### src/hdl/srr_pkg.sv
`default_nettype none

package srr_pkg;

    // field widths of the packet and result beats
    localparam int SEQ_W = 8;
    localparam int TAG_W = 64;
    localparam int LEN_W = 10;

    // protocol constants
    localparam int SEQ_SPACE   = 256;
    localparam int PAYLOAD_MAX = 1004;
    localparam int WINDOW_DEF  = 8;

    // expected-sequence register and shared modular adder widths
    localparam int EXP_W = $clog2(SEQ_SPACE);
    localparam int ALU_W = EXP_W + 1;

    // result kind codes
    localparam logic KIND_ACK     = 1'b0;
    localparam logic KIND_DELIVER = 1'b1;

    // sequencer states
    typedef enum logic [2:0] {
        ST_IDLE,
        ST_OFFSET,
        ST_SLOT,
        ST_ACK,
        ST_DR_SEQ,
        ST_DR_SLOT,
        ST_DR_EMIT
    } srr_state_t;

    // operand selection for the shared modular adder
    typedef enum logic [1:0] {
        ALU_OFFSET,
        ALU_SLOT,
        ALU_NEXT_SEQ,
        ALU_NEXT_SLOT
    } srr_alu_sel_t;

endpackage

`default_nettype wire

### src/hdl/srr_modadd.sv
`default_nettype none

// (a + b) mod m, for a < m and b <= m
module srr_modadd #(
    parameter int W = srr_pkg::ALU_W
) (
    input  wire logic [W-1:0] a,
    input  wire logic [W-1:0] b,
    input  wire logic [W-1:0] m,
    output logic      [W-1:0] r
);
    import srr_pkg::*;

    logic [W:0] sum;
    logic [W:0] m_ext;

    // add, then fold once
    always_comb
    begin
        sum   = {1'b0, a} + {1'b0, b};
        m_ext = {1'b0, m};
        if (sum >= m_ext)
        begin
            r = W'(sum - m_ext);
        end
        else
        begin
            r = W'(sum);
        end
    end

endmodule

`default_nettype wire

### src/hdl/srr_slot_mem.sv
`default_nettype none

// reorder slot storage: one write port, one registered read port
module srr_slot_mem #(
    parameter int DEPTH = srr_pkg::WINDOW_DEF,
    parameter int AW    = (DEPTH > 1) ? $clog2(DEPTH) : 1
) (
    input  wire logic                       clk,
    input  wire logic                       wr_en,
    input  wire logic [AW-1:0]              wr_addr,
    input  wire logic [srr_pkg::TAG_W-1:0]  wr_tag,
    input  wire logic [srr_pkg::LEN_W-1:0]  wr_len,
    input  wire logic [AW-1:0]              rd_addr,
    output logic      [srr_pkg::TAG_W-1:0]  rd_tag,
    output logic      [srr_pkg::LEN_W-1:0]  rd_len
);
    import srr_pkg::*;

    logic [TAG_W-1:0] tag_mem [DEPTH];
    logic [LEN_W-1:0] len_mem [DEPTH];

    // write stored packet
    always_ff @(posedge clk)
    begin
        if (wr_en)
        begin
            tag_mem[wr_addr] <= wr_tag;
            len_mem[wr_addr] <= wr_len;
        end
    end

    // registered read
    always_ff @(posedge clk)
    begin
        rd_tag <= tag_mem[rd_addr];
        rd_len <= len_mem[rd_addr];
    end

endmodule

`default_nettype wire

### src/hdl/selective_repeat_receive_reorder_top.sv
`default_nettype none

// Sequence: a packet that is only acknowledged passes the accept, offset, slot and ack steps;
// each in-order delivery adds the next sequence, next slot and emit steps, and output stalls
// can hold the ack and emit steps until the output beat is taken.
// Throughput: one packet at a time; the shared modular adder is used once per step.
// Reset (rst_n low, asynchronous): expected sequence, slot head, done flag, marks and
// handshake state clear at once; slot contents are left undefined.
module selective_repeat_receive_reorder_top #(
    parameter int WINDOW = srr_pkg::WINDOW_DEF
) (
    input  wire logic                       clk,
    input  wire logic                       rst_n,
    input  wire logic                       in_valid,
    output logic                            in_ready,
    input  wire logic [srr_pkg::SEQ_W-1:0]  seq_num,
    input  wire logic [srr_pkg::TAG_W-1:0]  payload_tag,
    input  wire logic [srr_pkg::LEN_W-1:0]  payload_len,
    output logic                            out_valid,
    input  wire logic                       out_ready,
    output logic                            kind,
    output logic      [srr_pkg::SEQ_W-1:0]  out_seq,
    output logic      [srr_pkg::TAG_W-1:0]  out_tag,
    output logic      [srr_pkg::LEN_W-1:0]  out_len,
    output logic                            transfer_end,
    output logic                            last
);
    import srr_pkg::*;

    localparam int SLOT_W = (WINDOW > 1) ? $clog2(WINDOW) : 1;
    localparam logic [ALU_W-1:0]  SPACE_A = ALU_W'(SEQ_SPACE);
    localparam logic [ALU_W-1:0]  WIN_A   = ALU_W'(WINDOW);
    localparam logic [SLOT_W-1:0] CNT_MAX = SLOT_W'(WINDOW - 1);

    srr_state_t state_reg, state_next;

    // captured packet
    logic [SEQ_W-1:0] seq_reg;
    logic [TAG_W-1:0] tag_reg;
    logic [LEN_W-1:0] len_reg;

    // receiver state
    logic [EXP_W-1:0]  expected_reg;
    logic [SLOT_W-1:0] head_reg;
    logic              done_reg;
    logic [WINDOW-1:0] mark_reg;

    // sequencer working registers
    logic [ALU_W-1:0]  off_reg;
    logic              drain_reg;
    logic [SLOT_W-1:0] cnt_reg;
    logic [EXP_W-1:0]  nseq_reg;
    logic [SLOT_W-1:0] nslot_reg;

    // output register
    logic              out_valid_reg;
    logic              kind_reg;
    logic [SEQ_W-1:0]  oseq_reg;
    logic [TAG_W-1:0]  otag_reg;
    logic [LEN_W-1:0]  olen_reg;
    logic              oend_reg;
    logic              olast_reg;

    // shared adder
    srr_alu_sel_t     alu_sel;
    logic [ALU_W-1:0] alu_a, alu_b, alu_m, alu_r;

    // control strobes
    logic emit_ok;
    logic accept;
    logic ld_off, ld_slot, ld_ack, ld_nseq, ld_nslot, ld_del;

    // decisions
    logic [SLOT_W-1:0] slot_now;
    logic              store_ok;
    logic              short_pkt;
    logic              del_last;

    // slot memory read data
    logic [TAG_W-1:0] rd_tag;
    logic [LEN_W-1:0] rd_len;

    // operand select for the shared adder
    always_comb
    begin
        case (alu_sel)
            ALU_OFFSET:
            begin
                alu_a = ALU_W'(seq_reg);
                alu_b = SPACE_A - ALU_W'(expected_reg);
                alu_m = SPACE_A;
            end
            ALU_SLOT:
            begin
                alu_a = ALU_W'(head_reg);
                alu_b = off_reg;
                alu_m = WIN_A;
            end
            ALU_NEXT_SEQ:
            begin
                alu_a = ALU_W'(expected_reg);
                alu_b = ALU_W'(1);
                alu_m = SPACE_A;
            end
            default:
            begin
                alu_a = ALU_W'(head_reg);
                alu_b = ALU_W'(1);
                alu_m = WIN_A;
            end
        endcase
    end

    srr_modadd #(
        .W (ALU_W)
    ) u_modadd (
        .a (alu_a),
        .b (alu_b),
        .m (alu_m),
        .r (alu_r)
    );

    srr_slot_mem #(
        .DEPTH (WINDOW),
        .AW    (SLOT_W)
    ) u_slot_mem (
        .clk     (clk),
        .wr_en   (ld_slot && store_ok),
        .wr_addr (slot_now),
        .wr_tag  (tag_reg),
        .wr_len  (len_reg),
        .rd_addr (head_reg),
        .rd_tag  (rd_tag),
        .rd_len  (rd_len)
    );

    // store decision: in window, transfer open, slot not yet marked
    always_comb
    begin
        slot_now = alu_r[SLOT_W-1:0];
        store_ok = 1'b0;
        if (!done_reg && (int'(seq_reg) < SEQ_SPACE) && (off_reg < WIN_A))
        begin
            store_ok = !mark_reg[slot_now];
        end
    end

    // delivery decision: stop at a short packet, a full window, or a gap
    always_comb
    begin
        short_pkt = int'(rd_len) < PAYLOAD_MAX;
        del_last  = short_pkt || (cnt_reg == CNT_MAX) || !mark_reg[nslot_reg];
    end

    assign emit_ok = !out_valid_reg || out_ready;

    // next state
    always_comb
    begin
        state_next = state_reg;
        case (state_reg)
            ST_IDLE:
            begin
                if (in_valid)
                begin
                    state_next = ST_OFFSET;
                end
            end
            ST_OFFSET:
            begin
                state_next = ST_SLOT;
            end
            ST_SLOT:
            begin
                state_next = ST_ACK;
            end
            ST_ACK:
            begin
                if (emit_ok)
                begin
                    state_next = drain_reg ? ST_DR_SEQ : ST_IDLE;
                end
            end
            ST_DR_SEQ:
            begin
                state_next = ST_DR_SLOT;
            end
            ST_DR_SLOT:
            begin
                state_next = ST_DR_EMIT;
            end
            ST_DR_EMIT:
            begin
                if (emit_ok)
                begin
                    state_next = del_last ? ST_IDLE : ST_DR_SEQ;
                end
            end
            default:
            begin
                state_next = ST_IDLE;
            end
        endcase
    end

    // state outputs
    always_comb
    begin
        in_ready = 1'b0;
        ld_off   = 1'b0;
        ld_slot  = 1'b0;
        ld_ack   = 1'b0;
        ld_nseq  = 1'b0;
        ld_nslot = 1'b0;
        ld_del   = 1'b0;
        alu_sel  = ALU_OFFSET;
        case (state_reg)
            ST_IDLE:
            begin
                in_ready = 1'b1;
            end
            ST_OFFSET:
            begin
                alu_sel = ALU_OFFSET;
                ld_off  = 1'b1;
            end
            ST_SLOT:
            begin
                alu_sel = ALU_SLOT;
                ld_slot = 1'b1;
            end
            ST_ACK:
            begin
                ld_ack = emit_ok;
            end
            ST_DR_SEQ:
            begin
                alu_sel = ALU_NEXT_SEQ;
                ld_nseq = 1'b1;
            end
            ST_DR_SLOT:
            begin
                alu_sel  = ALU_NEXT_SLOT;
                ld_nslot = 1'b1;
            end
            ST_DR_EMIT:
            begin
                alu_sel = ALU_NEXT_SLOT;
                ld_del  = emit_ok;
            end
            default:
            begin
                in_ready = 1'b0;
            end
        endcase
    end

    assign accept = in_valid && in_ready;

    // state register
    always_ff @(posedge clk or negedge rst_n)
    begin
        if (!rst_n)
        begin
            state_reg <= ST_IDLE;
        end
        else
        begin
            state_reg <= state_next;
        end
    end

    // capture packet
    always_ff @(posedge clk)
    begin
        if (accept)
        begin
            seq_reg <= seq_num;
            tag_reg <= payload_tag;
            len_reg <= payload_len;
        end
    end

    // hold working values of the sequencer
    always_ff @(posedge clk)
    begin
        if (ld_off)
        begin
            off_reg <= alu_r;
        end
        if (ld_nseq)
        begin
            nseq_reg <= alu_r[EXP_W-1:0];
        end
        if (ld_nslot)
        begin
            nslot_reg <= alu_r[SLOT_W-1:0];
        end
    end

    // receiver state: marks, window position, done flag
    always_ff @(posedge clk or negedge rst_n)
    begin
        if (!rst_n)
        begin
            expected_reg <= '0;
            head_reg     <= '0;
            done_reg     <= 1'b0;
            mark_reg     <= '0;
            drain_reg    <= 1'b0;
            cnt_reg      <= '0;
        end
        else
        begin
            if (accept)
            begin
                cnt_reg <= '0;
            end
            if (ld_slot)
            begin
                drain_reg <= store_ok && (off_reg == '0);
                if (store_ok)
                begin
                    mark_reg[slot_now] <= 1'b1;
                end
            end
            if (ld_del)
            begin
                mark_reg[head_reg] <= 1'b0;
                expected_reg       <= nseq_reg;
                head_reg           <= nslot_reg;
                cnt_reg            <= cnt_reg + SLOT_W'(1);
                if (short_pkt)
                begin
                    done_reg <= 1'b1;
                end
            end
        end
    end

    // output valid: set on load, drop when taken
    always_ff @(posedge clk or negedge rst_n)
    begin
        if (!rst_n)
        begin
            out_valid_reg <= 1'b0;
        end
        else if (ld_ack || ld_del)
        begin
            out_valid_reg <= 1'b1;
        end
        else if (out_ready)
        begin
            out_valid_reg <= 1'b0;
        end
    end

    // output payload
    always_ff @(posedge clk)
    begin
        if (ld_ack)
        begin
            kind_reg  <= KIND_ACK;
            oseq_reg  <= seq_reg;
            otag_reg  <= '0;
            olen_reg  <= '0;
            oend_reg  <= 1'b0;
            olast_reg <= !drain_reg;
        end
        else if (ld_del)
        begin
            kind_reg  <= KIND_DELIVER;
            oseq_reg  <= SEQ_W'(expected_reg);
            otag_reg  <= rd_tag;
            olen_reg  <= rd_len;
            oend_reg  <= short_pkt;
            olast_reg <= del_last;
        end
    end

    assign out_valid    = out_valid_reg;
    assign kind         = kind_reg;
    assign out_seq      = oseq_reg;
    assign out_tag      = otag_reg;
    assign out_len      = olen_reg;
    assign transfer_end = oend_reg;
    assign last         = olast_reg;

endmodule

`default_nettype wire
### config.mk
export PLATFORM = sky130hd
export DESIGN_NAME = selective_repeat_receive_reorder_top
export DESIGN_NICKNAME = d
export VERILOG_FILES = /design/src/hdl/srr_pkg.sv /design/src/hdl/srr_modadd.sv /design/src/hdl/srr_slot_mem.sv /design/src/hdl/selective_repeat_receive_reorder_top.sv
export SDC_FILE = /design/constraint.sdc
export NUM_CORES = 1
export LEC_CHECK = 0
export BUFFER_PORTS_ARGS = -buffer_cell sky130_fd_sc_hd__buf_2
export CAP_MARGIN = 0
export CORE_ASPECT_RATIO = 1.5
export CORE_UTILIZATION = 56
export CTS_CLUSTER_DIAMETER = 40
export CTS_CLUSTER_SIZE = 16
export DETAILED_ROUTE_END_ITERATION = 6
export PLACE_DENSITY = 0.74
export SLEW_MARGIN = 20
export SYNTH_ARGS = -nofsm -noshare
export SYNTH_HDL_FRONTEND = slang
export SYNTH_SLANG_ARGS = --single-unit
### constraint.sdc
create_clock -name clk -period 12.6 [get_ports clk]
set_clock_uncertainty 0.05 [all_clocks]
set_input_delay 2.52 -clock clk [delete_from_list [all_inputs] [get_ports clk]]
set_output_delay 2.52 -clock clk [all_outputs]
set_load 0.1 [all_outputs]
==> key figures, run 1 <==
Global route
  • Vias in the first global route: 16.8k
  • Largest net degree at the start of global routing: 77
  • Grt ovf: 0
  • First-pass GRT wire length: 98000 um
  • Initial antenna violation count: 0
  • Overall Global Routing Usage: 0.230

Setup path
  • Critical Path End Type: register
  • Type of origin of the critical path: register
  • Crit Path Class: register to register
  • Critical Path AT: 6140 ps
  • Critical path required time: 12790 ps
  • CP max FO: 48

Synthesis
  • Post-synth top flop: edfxtp_1
  • Leading area contributor after synthesis: edfxtp_1
  • Average size of a mapped cell: 19.0 um2
  • Synth Warn #: 0
  • Count leader, synth: edfxtp_1
  • Share of Yosys cell area claimed by the top area cell type: 0.660
  • Post-synth EDFFs: 703
  • Synth Register Bits: 881
  • Netlist cell types: 61
  • Post-Syn Nets: 1786
  • Post-synthesis async set-or-reset flop share: 0.0318
  • Commonest cells in the netlist: 703 x edfxtp_1, 210 x nand2_1, 150 x dfxtp_1, 150 x mux4_2, 91 x a21oi_1
  • Synthesized area: 32000 um2
  • Top post-synthesis cells by area: edfxtp_1 66%, mux4_2 11%, dfxtp_1 9.4%, mux2_2 2.6%, nand2_1 2.5%
  • Cells after Synth: 1685
  • Sequential-to-total area share from yosys stat: 0.775

Detailed routing
  • Vias: 15.9k
  • DRC: 0
  • Initial DRC Count: 1221
  • DR WL/cell: 23.9 um
  • Detail Route Antenna Nets: 0
  • Final wirelength: 64700 um
  • Vias per cell: 5.86
  • Drt pass-1 iters: 7

Clock tree
  • # hold bufs at CTS: 0
  • Postcts setup bufs: 0
  • Clock Path Buffers: 3
  • H-tree depth: 3
  • Clock root buffer: clkbuf_16
  • Clk sinks: 881
  • TritonCTS clock tree: done
  • Post_cts resized: 0
  • Total clock buffers created by CTS: 78
  • Worst-skew pair later-pin latency: 620 ps
  • Worst-path clk slew: 70 ps

Power and ir drop
  • Leak: 12.2 nW
  • Total Power: 0.00699 W
  • Max VDD drop: 0.177 mV
  • Cell area power density: 192 nW/um2

Timing
  • Worst slew pin tran: 1130 ps
  • PnR worst setup slack: 6650 ps
  • Rel. slew slack: 0.244
  • Fin Setup TNS: 0 ps
  • Final period demand of the worst path: 5950 ps
  • Setup Viol. Count Final: 0
  • RSZ-0062 raised after global routing: no
  • Max Fclk: 168 MHz
  • Pins Over Slew Limit: 0
  • Period utilization: 0.472
  • Final hold vios: 0

Run status
  • Outcome: finished, final reports clean

Final layout
  • Reg area: 24800 um2
  • Biggest regs: u_slot_mem.tag_mem: 512 flops, u_slot_mem.len_mem: 80 flops
  • ANT cells: 0
  • # fillers: 3766
  • Synthesis-to-finish area growth: 13.9%
  • Layout cells sized above 1: 0.295
  • Reg with most FFs: u_slot_mem.tag_mem
  • Max FFs per register: 512
  • Footprint of the multi-input gates: 6910 um2
  • Layout Cells excl Fill: 2708
  • Final Net Count: 1981

Floorplan
  • Site row count: 107
  • Die height: 295 um
  • Core ar.: 56600 um2
  • Full die area: 58100 um2
  • # IOs: 173
  • Starting density of the core: 0.565
  • Die Wd: 197 um

Worst hold path
  • Worst min-delay path class: register to register

Place
  • Placed instance count: 2562
  • I/O Buffers: 172
  • Placer Congestion: 0.916
  • Detailed placer's ending HPWL: 37000 um
  • Setup WS pre-CTS: 6660 ps

Job
  • Max-cap violation count: 0
==> through the flow <==
stage	hold WS [ps]	instance area, um2	utilization
2_1_floorplan	365	32000	-
3_5_place_dp	375	33800	0.597
6_report	381	36400	0.644
4_1_cts	381	36400	0.643
3_3_place_gp	374	33800	0.596
5_1_grt	398	36400	0.644
==> final timing paths <==
kind                       cells after the start                   endpoint             startpoint  slack, ps
setup / recovery                              12  u_slot_mem.tag_mem[3][18]           state_reg[2]       6650
hold / removal                                 2                out_tag[26]  u_slot_mem.rd_tag[26]        380
setup reg to reg                              12  u_slot_mem.tag_mem[3][18]           state_reg[2]       6650
hold reg to reg                                2                out_tag[26]  u_slot_mem.rd_tag[26]        380
max in group asynchronous                      1                head_reg[0]                  rst_n      10070
min in group asynchronous                      1                  out_valid                  rst_n       1890
==> power breakdown <==
part           total [W]  internal [W]  switching (W)  leakage, nW
Sequential       0.00357       0.00341       0.000159         7.94
Combinational    0.00101      0.000341       0.000668         2.95
Clock            0.00241       0.00133        0.00108         1.28
==> kinds of logic after synthesis <==
kind of cell	share of synthesized area
simple gates	0.0391
buf+inv	0.0116
xor+xnor	0.00352
mux	0.135
compound gates	0.0297
fa+ha+maj	0.00610
flops	0.775
==> routing by layer <==
| metal | up-vias | share of wire | wire length, um | global-route usage |
|---|---|---|---|---|
| li1 | 6962 | - | - | - |
| met1 | 8224 | 0.38 | 24500 | 0.279 |
| met2 | 574 | 0.54 | 34900 | 0.414 |
| met3 | 108 | 0.052 | 3350 | 0.0283 |
| met4 | 0 | 0.031 | 1990 | 0.0930 |
| met5 | - | 0 | 0 | 0 |
==> cells in the final DEF, fill, tap and decap left out, drive strengths merged, types with 3 or more instances in the layout <==
| cell | netlist | layout |
|---|---|---|
| a211oi | 5 | 5 |
| a21o | 4 | 4 |
| a21oi | 91 | 91 |
| a22o | 12 | 12 |
| and2 | 3 | 3 |
| and3 | 3 | 3 |
| buf | 28 | 198 |
| bufinv | 0 | 4 |
| clkbuf | 55 | 110 |
| clkinv | 0 | 16 |
| dfrtp | 28 | 28 |
| dfxtp | 150 | 150 |
| edfxtp | 703 | 703 |
| ha | 14 | 14 |
| inv | 11 | 25 |
| mux2 | 74 | 74 |
| mux2i | 10 | 10 |
| mux4 | 150 | 150 |
| nand2 | 212 | 212 |
| nand2b | 11 | 11 |
| nand3 | 7 | 7 |
| nor2 | 28 | 28 |
| nor2b | 3 | 3 |
| nor3 | 10 | 10 |
| o211ai | 4 | 4 |
| o21ai | 16 | 16 |
| o22a | 3 | 3 |
| o32a | 4 | 4 |
| or2 | 4 | 4 |
| xnor2 | 6 | 6 |
| xor2 | 6 | 6 |
==> layout make-up <==
cell class                      count  area share
Clock buffer                      110      0.0600
Timing Repair Buffer              198      0.0297
Inverter                           11     0.00113
Sequential cell                   881       0.681
Multi-Input combinational cell    710       0.190
Clock inverter                     35      0.0124
Tap cell                          763      0.0262
==> worst max-delay path, stage by stage (launching register included) <==
cell      delay (ps)
dfrtp_1          610
o21ai_1          920
nor3_1            90
a21oi_1          170
ha_1             230
inv_1             70
fa_1             780
inv_1            210
a31o_1           230
a211oi_2         340
nand2_2          220
nor2_4           790
buf_4            770
Note: power is estimated with default switching activity, not from simulation.
==> inputs of run 2 (changes only) <==
==> constraint.sdc (replaced) <==
create_clock -name clk -period 5.8 [get_ports clk]
set_clock_uncertainty 0.05 [all_clocks]
set_input_delay 1.16 -clock clk [delete_from_list [all_inputs] [get_ports clk]]
set_output_delay 1.16 -clock clk [all_outputs]
set_load 0.1 [all_outputs]
==> run 2 against run 1 <==
  * Hold slack worse by 3.4 ps
  * Sequential cell count stayed put
  * Non-clock buffer count grew 3
  * Cell area rose by 0.25%
  * Wire length rose by 0.74%
  * Combinational power grew 110%
  * Global-route usage increased by 0.25 points
  * Fmax increased by 16%
  * Count of clock-buffer cells in the layout down 1
  * Total power up 120%
  * Critical endpoint is now u_slot_mem.tag_mem[5][55]
  * Largest cell class unchanged
==> key figures, run 2 (same netlist as run 1, synthesis figures left out) <==
Run status
  • Outcome: finished, final reports clean (unchanged)

Setup path
  • Worst-path cell chain: nand2_1 -> o21ai_1 -> buf_4 -> nor3_1 -> a21oi_1 -> ha_1 -> inv_1 -> fa_1 -> xor2_2 -> inv_2 -> and3_1 -> a31o_1 -> a211oi_2 -> nand2_2 -> nor2_4 -> buf_4 (was o21ai_1 -> nor3_1 -> a21oi_1 -> ha_1 -> inv_1 -> fa_1 -> inv_1 -> a31o_1 -> a211oi_2 -> nand2_2 -> nor2_4 -> buf_4)
  • Buf+Inv Stages, Crit Path: 4 (was 3)
  • Critical path required time: 6040 ps (was 12790 ps)
  • Type of origin of the critical path: register (unchanged)
  • Critical Path AT: 5350 ps (was 6140 ps)
  • Critical Path Slowest Stage Cell: dfrtp_1 (was o21ai_1)
  • Crit path largest cell delay: 750 ps (was 920 ps)
  • Crit Path Class: register to register (unchanged)
  • Critical Path End Type: register (unchanged)
  • CP max FO: 21 (was 48)
  • CP dominant cell by count: buf_4 (was inv_1)
  • Crit-path leading delay family: simple AND/OR/NAND/NOR gates (was compound AO/OA/AOI/OAI gates)

Detailed routing
  • Drt pass-1 iters: 5 (was 7)
  • Initial DRC Count: 1318 (was 1221)
  • Vias: 15.8k (was 15.9k)
  • Vias per cell: 5.80 (was 5.86)
  • Final wirelength: 65200 um (was 64700 um)
  • DR WL/cell: 24.0 um (was 23.9 um)
  • Detail Route Antenna Nets: 0 (unchanged)
  • DRC: 0 (unchanged)

Final layout
  • Max FFs per register: 512 (unchanged)
  • Biggest regs: u_slot_mem.tag_mem: 512 flops, u_slot_mem.len_mem: 80 flops (unchanged)
  • Final Net Count: 1988 (was 1981)
  • Layout cells sized above 1: 0.299 (was 0.295)
  • Synthesis-to-finish area growth: 14.2% (was 13.9%)
  • ANT cells: 0 (unchanged)
  • Most common cell after layout, fill and taps aside: edfxtp_1 (unchanged)
  • Reg with most FFs: u_slot_mem.tag_mem (unchanged)
  • # fillers: 3819 (was 3766)
  • Commonest non-fill, non-tap cells in the layout: 703 x edfxtp_1, 210 x nand2_1, 172 x buf_2, 150 x mux4_2, 150 x dfxtp_1 (unchanged)
  • Fin util: 0.645 (was 0.644)

Global route
  • Initial antenna violation count: 0 (unchanged)
  • First-pass GRT wire length: 99100 um (was 98000 um)
  • Grt ovf: 0 (unchanged)
  • Vias in the first global route: 16.6k (was 16.8k)
  • Largest net degree at the start of global routing: 79 (was 77)
  • Overall Global Routing Usage: 0.232 (was 0.230)

Job
  • Max-cap violation count: 0 (unchanged)

Clock tree
  • Post_cts resized: 0 (unchanged)
  • Clock root buffer: clkbuf_16 (unchanged)
  • Worst-path clk slew: 70 ps (about the same)
  • Worst-skew pair later-pin latency: 630 ps (was 620 ps)
  • Postcts setup bufs: 0 (unchanged)
  • TritonCTS clock tree: done (unchanged)
  • H-tree depth: 3 (unchanged)
  • # hold bufs at CTS: 0 (unchanged)
  • Clk sinks: 881 (unchanged)
  • Clock Path Buffers: 3 (unchanged)
  • Total clock buffers created by CTS: 82 (was 78)

Timing
  • Final period demand of the worst path: 5110 ps (was 5950 ps)
  • Fin Setup TNS: 0 ps (unchanged)
  • Setup Viol. Count Final: 0 (unchanged)
  • Rel. slew slack: 0.228 (was 0.244)
  • Pins Over Slew Limit: 0 (unchanged)
  • Max Fclk: 196 MHz (was 168 MHz)
  • Final hold vios: 0 (unchanged)
  • Period utilization: 0.881 (was 0.472)
  • Worst hold margin: 377 ps (was 381 ps)
  • RSZ-0062 raised after global routing: no (unchanged)
  • Worst slew pin tran: 1160 ps (was 1130 ps)

Floorplan
  • Core ar.: 56600 um2 (unchanged)
  • Site row count: 107 (unchanged)
  • Full die area: 58100 um2 (unchanged)
  • Die height: 295 um (unchanged)
  • Starting density of the core: 0.565 (unchanged)
  • Die Wd: 197 um (unchanged)
  • # IOs: 173 (unchanged)

Place
  • Detailed placer's ending HPWL: 38600 um (was 37000 um)
  • I/O Buffers: 172 (unchanged)
  • Placer Congestion: 0.835 (was 0.916)

Power and ir drop
  • Leak: 12.2 nW (about the same)
  • Cell area power density: 413 nW/um2 (was 192 nW/um2)
  • Total Power: 0.0151 W (was 0.00699 W)
  • Max VDD drop: 0.284 mV (was 0.177 mV)

Worst hold path
  • Worst min-delay path class: register to register (unchanged)
[run 2: through the flow]
stage	setup WS [ps]	instances	instance area (um2)
after floorplan	-1120	1685	32000
after global placement	865	2566	33900
after detailed placement	740	2566	33900
after CTS	714	2717	36500
after global routing	384	2717	36500
final	691	2717	36500
[run 2: final timing paths]
kind,slack [ps],start,cells after the start,endpoint
max in group asynchronous,4640,rst_n,1,head_reg[1]
max,690,state_reg[0],16,u_slot_mem.tag_mem[5][55]
min in group asynchronous,530,rst_n,1,out_valid
min,380,u_slot_mem.rd_tag[15],2,out_tag[15]
min reg2reg,380,u_slot_mem.rd_tag[15],2,out_tag[15]
max reg2reg,690,state_reg[0],16,u_slot_mem.tag_mem[5][55]
[run 2: report_power, final]
| part | switching [W] | internal, W | total [W] |
|---|---|---|---|
| clock network | 0.00237 | 0.00281 | 0.00518 |
| registers | 0.000348 | 0.00740 | 0.00775 |
| logic | 0.00142 | 0.000747 | 0.00217 |
| total | 0.00414 | 0.0110 | 0.0151 |
[run 2: cell type report]
type / instances / area [um2] / area share
multi-input combinational: 710 / 6910 / 0.189
inverter: 11 / 41.3 / 0.00113
clock buffer: 109 / 2260 / 0.0618
sequential: 881 / 24800 / 0.679
clock inverter: 42 / 349 / 0.00955
timing repair buffer: 201 / 1200 / 0.0329
tap: 763 / 955 / 0.0261
[run 2: tightest hold or removal path, delay by kind of cell, from the launching register on]
kind | cells | cell delay [ps]
AO/OA/AOI/OAI | 1 | 50
flip-flops | 1 | 290
AND/OR/NAND/NOR | 1 | 50
[run 2: per-layer routing]
metal  vias to the layer above  global-route usage  part of all wire
li1                       6979                   -                 -
met1                      8170               0.297              0.39
met2                       511               0.404              0.53
met3                        97              0.0370             0.050
met4                         0              0.0794             0.023
met5                         -                   0                 0
